--- src/hdl/pcdr_pkg.sv ---
// ----------------------------------------------------------------------------
// pcdr_pkg
// Shared types, constants and tables for the pixel color depth reducer.
// ----------------------------------------------------------------------------
package pcdr_pkg;

    localparam int CH_W        = 8;
    localparam int NUM_LANES   = 4;
    localparam int DEPTH_W     = 4;
    localparam int MODE_W      = 2;
    localparam int CFG_IDX_W   = 3;
    localparam int CFG_DATA_W  = 4;
    localparam int RECIP_W     = 17;
    localparam int RECIP_SHIFT = 16;
    localparam int PROD_W      = CH_W + RECIP_W;

    localparam logic [DEPTH_W-1:0] DEPTH_MAX = DEPTH_W'(CH_W);

    typedef enum logic [MODE_W-1:0] {
        MODE_LOWEST  = 2'd0,
        MODE_MIDDLE  = 2'd1,
        MODE_HIGHEST = 2'd2,
        MODE_DYNAMIC = 2'd3
    } mode_t;

    typedef enum logic [CFG_IDX_W-1:0] {
        CFG_MODE        = 3'd0,
        CFG_RED_DEPTH   = 3'd1,
        CFG_GREEN_DEPTH = 3'd2,
        CFG_BLUE_DEPTH  = 3'd3,
        CFG_ALPHA_DEPTH = 3'd4
    } cfg_idx_t;

    // per-lane settings handed to each lane
    typedef struct packed {
        mode_t               mode;
        logic [DEPTH_W-1:0]  depth;
    } lane_cfg_t;

    // ceil(2^16 / (2^d - 1)); exact floor for every numerator below 256
    function automatic logic [RECIP_W-1:0] pcdr_recip(input logic [DEPTH_W-1:0] d);
        logic [RECIP_W-1:0] r;
        begin
            case (d)
                4'd1:    r = 17'd65536;
                4'd2:    r = 17'd21846;
                4'd3:    r = 17'd9363;
                4'd4:    r = 17'd4370;
                4'd5:    r = 17'd2115;
                4'd6:    r = 17'd1041;
                4'd7:    r = 17'd517;
                4'd8:    r = 17'd258;
                default: r = '0;
            endcase
            return r;
        end
    endfunction

endpackage

--- src/hdl/pcdr_lane.sv ---
// ----------------------------------------------------------------------------
// pcdr_lane
// One channel of the reducer: bin decode stage, then reciprocal multiply.
// ----------------------------------------------------------------------------
module pcdr_lane
    import pcdr_pkg::*;
(
    input  logic            clk,
    input  logic            en,
    input  lane_cfg_t       cfg,
    input  logic [CH_W-1:0] pix,
    output logic [CH_W-1:0] result
);

    logic [DEPTH_W-1:0] depth;
    logic [DEPTH_W-1:0] shift;
    logic [CH_W-1:0]    mask;
    logic [CH_W-1:0]    span;
    logic [CH_W-1:0]    index;
    logic [CH_W-1:0]    lowest;
    logic [CH_W-1:0]    fixed_off;

    mode_t              mode_reg;
    logic [CH_W-1:0]    lowest_reg;
    logic [CH_W-1:0]    fixed_off_reg;
    logic [CH_W-1:0]    num_reg;
    logic [RECIP_W-1:0] recip_reg;

    logic [PROD_W-1:0]  prod;
    logic [CH_W-1:0]    quot;

    always_comb
    begin
        depth  = (cfg.depth > DEPTH_MAX) ? DEPTH_MAX : cfg.depth;
        shift  = DEPTH_MAX - depth;
        mask   = {CH_W{1'b1}} << shift;
        span   = ~mask;                     // step - 1
        index  = pix >> shift;
        lowest = pix & mask;
        case (cfg.mode)
            MODE_LOWEST:  fixed_off = '0;
            MODE_MIDDLE:  fixed_off = span >> 1;
            MODE_HIGHEST: fixed_off = span;
            default:      fixed_off = '0;
        endcase
    end

    always_ff @(posedge clk)
    begin
        if (en)
        begin
            mode_reg      <= cfg.mode;
            lowest_reg    <= lowest;
            fixed_off_reg <= fixed_off;
            num_reg       <= lowest - index;   // index * (step - 1)
            recip_reg     <= pcdr_recip(depth);
        end
    end

    always_comb
    begin
        prod   = PROD_W'(num_reg) * PROD_W'(recip_reg);
        quot   = prod[RECIP_SHIFT +: CH_W];
        result = lowest_reg + ((mode_reg == MODE_DYNAMIC) ? quot : fixed_off_reg);
    end

endmodule

--- src/hdl/pixel_color_depth_reduce.sv ---
// ----------------------------------------------------------------------------
// pixel_color_depth_reduce
// Per-channel uniform quantization of RGBA8888 pixels, four lanes in parallel.
// ----------------------------------------------------------------------------
// channel   dir  payload                                      accept
// s_*       in   tdata: red, green, blue, alpha (8b each)     tvalid & tready
// m_*       out  tdata: red, green, blue, alpha (8b each)     tvalid & tready
// cfg_*     in   index 0 mode, 1..4 red/green/blue/alpha depth  cfg_we
//
// One pixel per clock while the output is not stalled; data passes the bin
// decode register, then the lane multiplier feeding the output register.
// Reset clears valid flags and sets mode lowest, all depths 8.
// An output stall holds the output register; the decode stage takes one more
// pixel only if it is empty, then s_tready drops.
// ----------------------------------------------------------------------------
module pixel_color_depth_reduce
    import pcdr_pkg::*;
(
    input  logic                      clk,
    input  logic                      rst_n,
    input  logic                      s_tvalid,
    output logic                      s_tready,
    input  logic [NUM_LANES*CH_W-1:0] s_tdata,   // red, green, blue, alpha
    output logic                      m_tvalid,
    input  logic                      m_tready,
    output logic [NUM_LANES*CH_W-1:0] m_tdata,   // red, green, blue, alpha
    input  logic                      cfg_we,
    input  logic [CFG_IDX_W-1:0]      cfg_index,
    input  logic [CFG_DATA_W-1:0]     cfg_data
);

    mode_t              mode_reg;
    logic [DEPTH_W-1:0] depth_reg [NUM_LANES];

    logic                      s1_valid_reg;
    logic                      s1_valid_next;
    logic                      out_valid_reg;
    logic                      out_valid_next;
    logic [NUM_LANES*CH_W-1:0] out_data_reg;

    logic                      load_s1;
    logic                      load_out;
    logic [NUM_LANES*CH_W-1:0] lane_result;

    always_ff @(posedge clk or negedge rst_n)
    begin
        if (!rst_n)
        begin
            mode_reg <= MODE_LOWEST;
            for (int i = 0; i < NUM_LANES; i++)
                depth_reg[i] <= DEPTH_MAX;
        end
        else if (cfg_we)
        begin
            case (cfg_index)
                CFG_MODE:        mode_reg     <= mode_t'(cfg_data[MODE_W-1:0]);
                CFG_RED_DEPTH:   depth_reg[0] <= cfg_data;
                CFG_GREEN_DEPTH: depth_reg[1] <= cfg_data;
                CFG_BLUE_DEPTH:  depth_reg[2] <= cfg_data;
                CFG_ALPHA_DEPTH: depth_reg[3] <= cfg_data;
                default:         ;
            endcase
        end
    end

    // pipeline handshake
    always_comb
    begin
        load_out       = s1_valid_reg && (!out_valid_reg || m_tready);
        s_tready       = !s1_valid_reg || load_out;
        load_s1        = s_tvalid && s_tready;
        s1_valid_next  = load_s1 || (s1_valid_reg && !load_out);
        out_valid_next = load_out || (out_valid_reg && !m_tready);
    end

    always_ff @(posedge clk or negedge rst_n)
    begin
        if (!rst_n)
        begin
            s1_valid_reg  <= 1'b0;
            out_valid_reg <= 1'b0;
        end
        else
        begin
            s1_valid_reg  <= s1_valid_next;
            out_valid_reg <= out_valid_next;
        end
    end

    genvar g;
    generate
        for (g = 0; g < NUM_LANES; g++)
        begin : g_lane
            lane_cfg_t lane_cfg;
            assign lane_cfg.mode  = mode_reg;
            assign lane_cfg.depth = depth_reg[g];

            pcdr_lane u_lane (
                .clk    (clk),
                .en     (load_s1),
                .cfg    (lane_cfg),
                .pix    (s_tdata[g*CH_W +: CH_W]),
                .result (lane_result[g*CH_W +: CH_W])
            );
        end
    endgenerate

    // merge lane results into the output register
    always_ff @(posedge clk)
    begin
        if (load_out)
            out_data_reg <= lane_result;
    end

    assign m_tvalid = out_valid_reg;
    assign m_tdata  = out_data_reg;

endmodule

--- config.mk ---
export PLATFORM = sky130hd
export DESIGN_NAME = pixel_color_depth_reduce
export DESIGN_NICKNAME = d
export VERILOG_FILES = /design/src/hdl/pcdr_pkg.sv /design/src/hdl/pcdr_lane.sv /design/src/hdl/pixel_color_depth_reduce.sv
export SDC_FILE = /design/constraint.sdc
export NUM_CORES = 1
export LEC_CHECK = 0
export ABC_AREA = 1
export BUFFER_PORTS_ARGS = -buffer_cell sky130_fd_sc_hd__buf_2
export CAP_MARGIN = 25
export CORE_AREA = 2 2 216 218
export CTS_CLUSTER_SIZE = 10
export DETAILED_ROUTE_END_ITERATION = 10
export DIE_AREA = 0 0 218 220
export GPL_TIMING_DRIVEN = 0
export PLACE_DENSITY_LB_ADDON = 0.3
export SLEW_MARGIN = 20
export SYNTH_ARGS = -nofsm -noshare
export SYNTH_HDL_FRONTEND = slang
export SYNTH_SLANG_ARGS = --single-unit
--- constraint.sdc ---
create_clock -name clk -period 12.8 [get_ports clk]
set_clock_uncertainty 0.15 [all_clocks]
set_input_delay 3.84 -clock clk [delete_from_list [all_inputs] [get_ports clk]]
set_output_delay 3.84 -clock clk [all_outputs]
set_load 0.01 [all_outputs]
* Word-level counts from Yosys, hierarchy flattened
Memory sizes are Yosys's and may differ from the RTL's. A register that Yosys moved wholly into a read port is not among the register bits. Cells that the tools add are included.
Storage, ports and cells: memory bits (read-only) 896, logic and storage cells 102, memories 4, bits in registers 218
Memory list:
- (no name shown) | words 16, width 14, rd ports 1, clocked after memory_dff 1, write ports 0, line pcdr_pkg.sv:44 | case (d)
- (no name shown) | words 16, width 14, rd ports 1, clocked after memory_dff 1, write ports 0, line pcdr_pkg.sv:44
- (no name shown) | words 16, width 14, rd ports 1, clocked after memory_dff 1, write ports 0, line pcdr_pkg.sv:44
- (no name shown) | words 16, width 14, rd ports 1, clocked after memory_dff 1, write ports 0, line pcdr_pkg.sv:44
Operators by class: bitwise gates (word level) 8, equal/unequal tests 7, reduce and logical (&&, ||, !) cells 18, $mul 4, order comparisons 4, shifts and indexed selects 8, add/sub/neg operators 12, mux-type cells 12
Operators with widths (count):
- multiplier 8 x 17 -> 24 bit | 4
- one-hot mux 8 bit (2 select lines) | 4
- adder 8 bit | 4
- AND 8 bit | 4
- two-way mux 8 bit | 4
- inverter 8 bit | 4
- << shifter 8 x 4 -> 8 bit (first input constant) | 4
- >> shifter 8 x 4 -> 8 bit | 4
- subtractor 8 bit | 4
- > comparator 4 bit (second input constant) | 4
- two-way mux 4 bit | 4
- subtractor 4 bit (first input constant) | 4
- AND reduction 2 bit | 5
- equality test 3 x 2 -> 1 bit (second input constant) | 2
- equality test 2 bit (second input constant) | 2
- logical AND 1 bit | 4
- zero test 1 bit | 4
- logical OR 1 bit | 4
- equality test 3 x 1 -> 1 bit (second input constant) | 1
- equality test 3 bit (second input constant) | 1
- zero test 3 bit | 1
- equality test 2 x 1 -> 1 bit (second input constant) | 1

* Depth between registers and ports, before layout
depth after elaboration 6, gate-level depth with buffers 35, depth with buffers taken out 34

* Cells and area by module
From an unflattened synthesis, not the netlist that was laid out.
Second synthesis, totals: cells, all modules 3689, area, all modules 28070.7 um^2
By module, submodules not included:
- pcdr_lane (g_lane[0].u_lane) | cells an instance 897, seq. area each 1171.1 um^2, area each 6613.8 um^2, times used 1
- pcdr_lane (g_lane[2].u_lane) | cells an instance 893, seq. area each 1171.1 um^2, area each 6561.3 um^2, times used 1
- pcdr_lane (g_lane[3].u_lane) | cells an instance 880, seq. area each 1171.1 um^2, area each 6531.3 um^2, times used 1
- pcdr_lane (g_lane[1].u_lane) | cells an instance 886, seq. area each 1171.1 um^2, area each 6523.8 um^2, times used 1
- pixel_color_depth_reduce | cells an instance 133, seq. area each 1466.4 um^2, area each 1840.5 um^2, times used 1

* Least setup slack after synthesis
OpenSTA, ideal clock, no wires.
kind input-to-output, start input port m_tready, end output port s_tready, stages on the path 2, setup slack 4766 ps, arrival time 4044 ps, path through inv_1 -> nand3_1
Between the ends: cells in the longest elaborated chain, start to end 3
Ends and longest elaborated chain:
- from (decl) | line pixel_color_depth_reduce.sv:25 | input logic m_tready,
- logical OR 1 bit | line pixel_color_depth_reduce.sv:69 | load_out = s1_valid_reg && (!out_valid_reg || m_tready);
- logical AND 1 bit | line pixel_color_depth_reduce.sv:69
- logical OR 1 bit | line pixel_color_depth_reduce.sv:70 | s_tready = !s1_valid_reg || load_out;
- to (decl) | line pixel_color_depth_reduce.sv:22 | output logic s_tready,
Every way passes these cells.

* Worst setup path after layout
Ends and elaborated chain as after synthesis.

==> results.md <==
- Reg clk slew, reported paths: 0.05 ns
- Die width: 218 um
- Antenna viol nets, final: 0
- Critical Path RT: 8.81 ns
- Met2 Track Usage GR: 49.4%
- CP cell instances: buf_2 -> inv_1 -> nand3_1 -> buf_2
- R2r endpoint: m_tdata[23]
- Post-CTS Setup Repair Bufs: 0
- CP Data Arrival Time: 4.33 ns
- Clk sink count: 202
- Peak Freq: 0.120 GHz
- Worst-Skew Late Latency: 0.54 ns
- Final min period: 8.32 ns
- Final setup vio count: 0
- Die Ht: 220 um
- Hold_ws: 0.333 ns
- Post-cts sizing count: 0
- Grt met3 use: 3.56%
- Outcome: finished clean
- DRT Pass-1 Iters: 6
- Crit path to: s_tready
- Core ar.: 45900 sq um
- Number of global-route vias before repair: 22200
- Fin. max-slew vios: 0
- Critical Path Start Type: input port
- Avg WL per Cell: 15.3 um
- Most frequent CP cell: buf_2
- Endpoint type of the worst setup path: output pin
- Total track usage: 28.3%
- Crit path max-delay cell type: buf_2
- HPWL Detailed: 53.8 mm
- Routability cong.: 0.949
- Largest net degree at the start of global routing: 115
- Post-Syn Area per Cell: 7.61 sq um
- R2R setup slack: 6.44 ns
- Syn Nets: 4207
- Row cnt: 79
- Critical path's largest stage delay: 0.16 ns
- Synth unique cells: 51
- Htree depth: 1
- Unrepaired setup endpoints after global routing: no
- Area growth syn-to-layout: 7.35%
- Max-Cap Viols: 0
- Crit Path Class: in2out
- CTS tree: built
- CP Max Fanout: 3
- RR Startpoint: g_lane[2].u_lane.num_reg[4]
- Remaining global-route overflow: 0
- Final net count: 4314
- Synth Flop Type: edfxtp_1
- Synth Cell Area: 27200 sq um
- Post-DR vias/cell: 5.19
- Setup crit start: m_tready
- Die area: 48000 sq um
- Hold_sp: depth_reg[1]
- Worst R2R Path Depth: 28
- Clock Path Buffers: 3
- Fin util: 63.7%
- EDFF count, synth: 182
- Setup TNS: 0 ns
- Post-route DRC: 0
- Worst min path class: reg2reg
- Post-Route WL: 66.0 mm
- Period utilization: 65.0%
- Global route hottest layer: met2
- First-pass GRT wire length: 108 mm
- Port buffer count: 77
- DR iter-0 viols: 1792
- Mapped Cells: 3576
- Max_slew headroom: 46.6%
- Starting Density: 59.3%
- Ports: 78
- Share of cells above drive strength 1: 5.13%
- # hold bufs at CTS: 0
- Ys Warns: 0
- Initial antenna violation count: 2
- Via count: 22400
- M1 GR Usage: 36.9%
- Root buffer cell: clkbuf_16
- Final Hold Fails: 0
- CTS buffer count: 26
- Worst Max-Slew Pin Slew: 0.801 ns
- Synth Register Bits: 202
- FFs w/ async S/R, synth: 9.90%
- Max reg flops: 52
- Post-synthesis sequential area ratio: 22.0%
- Fill cells: 4119
worst max-delay path, delay by kind of cell:
family        cells  cell delay, ns
buf+inv           3            0.37
simple gates      1            0.12
routing by layer:
metal / routed length [um] / vias to the layer above
li1: - / 11000
met1: 27900 / 10500
met2: 31700 / 772
met3: 4460 / 120
met4: 2020 / 0
met5: 0 / -
worst min path at each step:
stage                     slack (ns)  cells after the start      endpoint
after floorplan                 0.30                      2      m_tvalid
after global placement          0.32                      2      m_tvalid
after detailed placement        0.33                      2  depth_reg[9]
after CTS                       0.34                      2  depth_reg[9]
after global routing            0.37                      2  depth_reg[1]
final                           0.33                      2  depth_reg[1]
synthesized netlist by cell type (4+ instances only):
cell | instances | share of area (%)
o21ai_0 | 106 | 2.0
or2_2 | 6 | 0.14
xnor2_1 | 22 | 0.71
nor2_4 | 4 | 0.17
nand3b_1 | 9 | 0.25
clkbuf_1 | 74 | 1.0
a31oi_1 | 10 | 0.23
edfxtp_1 | 182 | 20
nand3_1 | 100 | 1.8
fa_1 | 268 | 20
nand4_1 | 22 | 0.51
o21a_1 | 5 | 0.14
o32ai_1 | 4 | 0.13
nand2_2 | 5 | 0.12
clkbuf_2 | 9 | 0.17
nor2_2 | 6 | 0.14
ha_1 | 319 | 15
xor2_1 | 40 | 1.3
o22ai_1 | 31 | 0.71
a21o_1 | 15 | 0.41
buf_2 | 12 | 0.22
and2_1 | 4 | 0.092
inv_1 | 991 | 14
a21oi_1 | 142 | 2.6
inv_2 | 18 | 0.25
o21ai_1 | 24 | 0.44
nor2_1 | 183 | 2.5
o211ai_1 | 15 | 0.41
a21boi_0 | 5 | 0.14
nand2_1 | 869 | 12
dfstp_2 | 4 | 0.39
nor3_1 | 24 | 0.44
o21bai_1 | 9 | 0.25
dfrtp_1 | 16 | 1.5
through the flow:
step	instances	setup WS [ns]	cell area [sq um]
2_1_floorplan	3576	4.77	27200
3_3_place_gp	4260	3.99	28300
3_5_place_dp	4262	4.48	28400
4_1_cts	4310	4.48	29200
5_1_grt	4312	4.42	29200
6_report	4312	4.48	29200
layout by cell type (no fill, tap or decap), types with 5 or more instances in the layout:
cell type and instances:
nor2_2 6, nand3_1 100, nor3_1 24, or2_2 6, a21oi_1 141, nor2_1 183, xnor2_1 22, clkinv_2 5
o21ai_1 24, o22ai_1 31, o21ai_0 106, o211ai_1 15, clkbuf_2 9, nand4_1 22, clkbuf_16 27, ha_1 319
edfxtp_1 182, dfrtp_1 16, buf_2 89, nand2_1 869, nand2_2 5, a21boi_0 5, a21o_1 15, fa_1 268
inv_2 18, inv_1 990, nand3b_1 9, clkbuf_1 88, xor2_1 40, o21bai_1 9, a31oi_1 10, o21a_1 5
area by class of cell:
type / count / area (sq um) / area share, %
Antenna cell: 2 / 5.00 / 0.0171
Buffer: 99 / 405 / 1.39
Clock buffer: 42 / 742 / 2.54
Clock inverter: 6 / 33.8 / 0.116
Inverter: 1012 / 3810 / 13.0
Multi-Input combinational cell: 2263 / 17000 / 58.3
Sequential cell: 202 / 5970 / 20.4
Tap cell: 607 / 759 / 2.60
Timing Repair Buffer: 79 / 440 / 1.51
cell families after synthesis:
family                   after synthesis  synth area share [%]
AND/OR/NAND/NOR                     1241                  18.5
buffers and inverters               1111                  15.5
adder cells (fa/ha/maj)              587                  34.4
AO/OA/AOI/OAI                        373                  7.64
flip-flops                           202                  22.0
XOR/XNOR                              62                  2.00
Power is not shown: default switching activity piles up to over one toggle a cycle in this logic, so the estimate is an artifact.
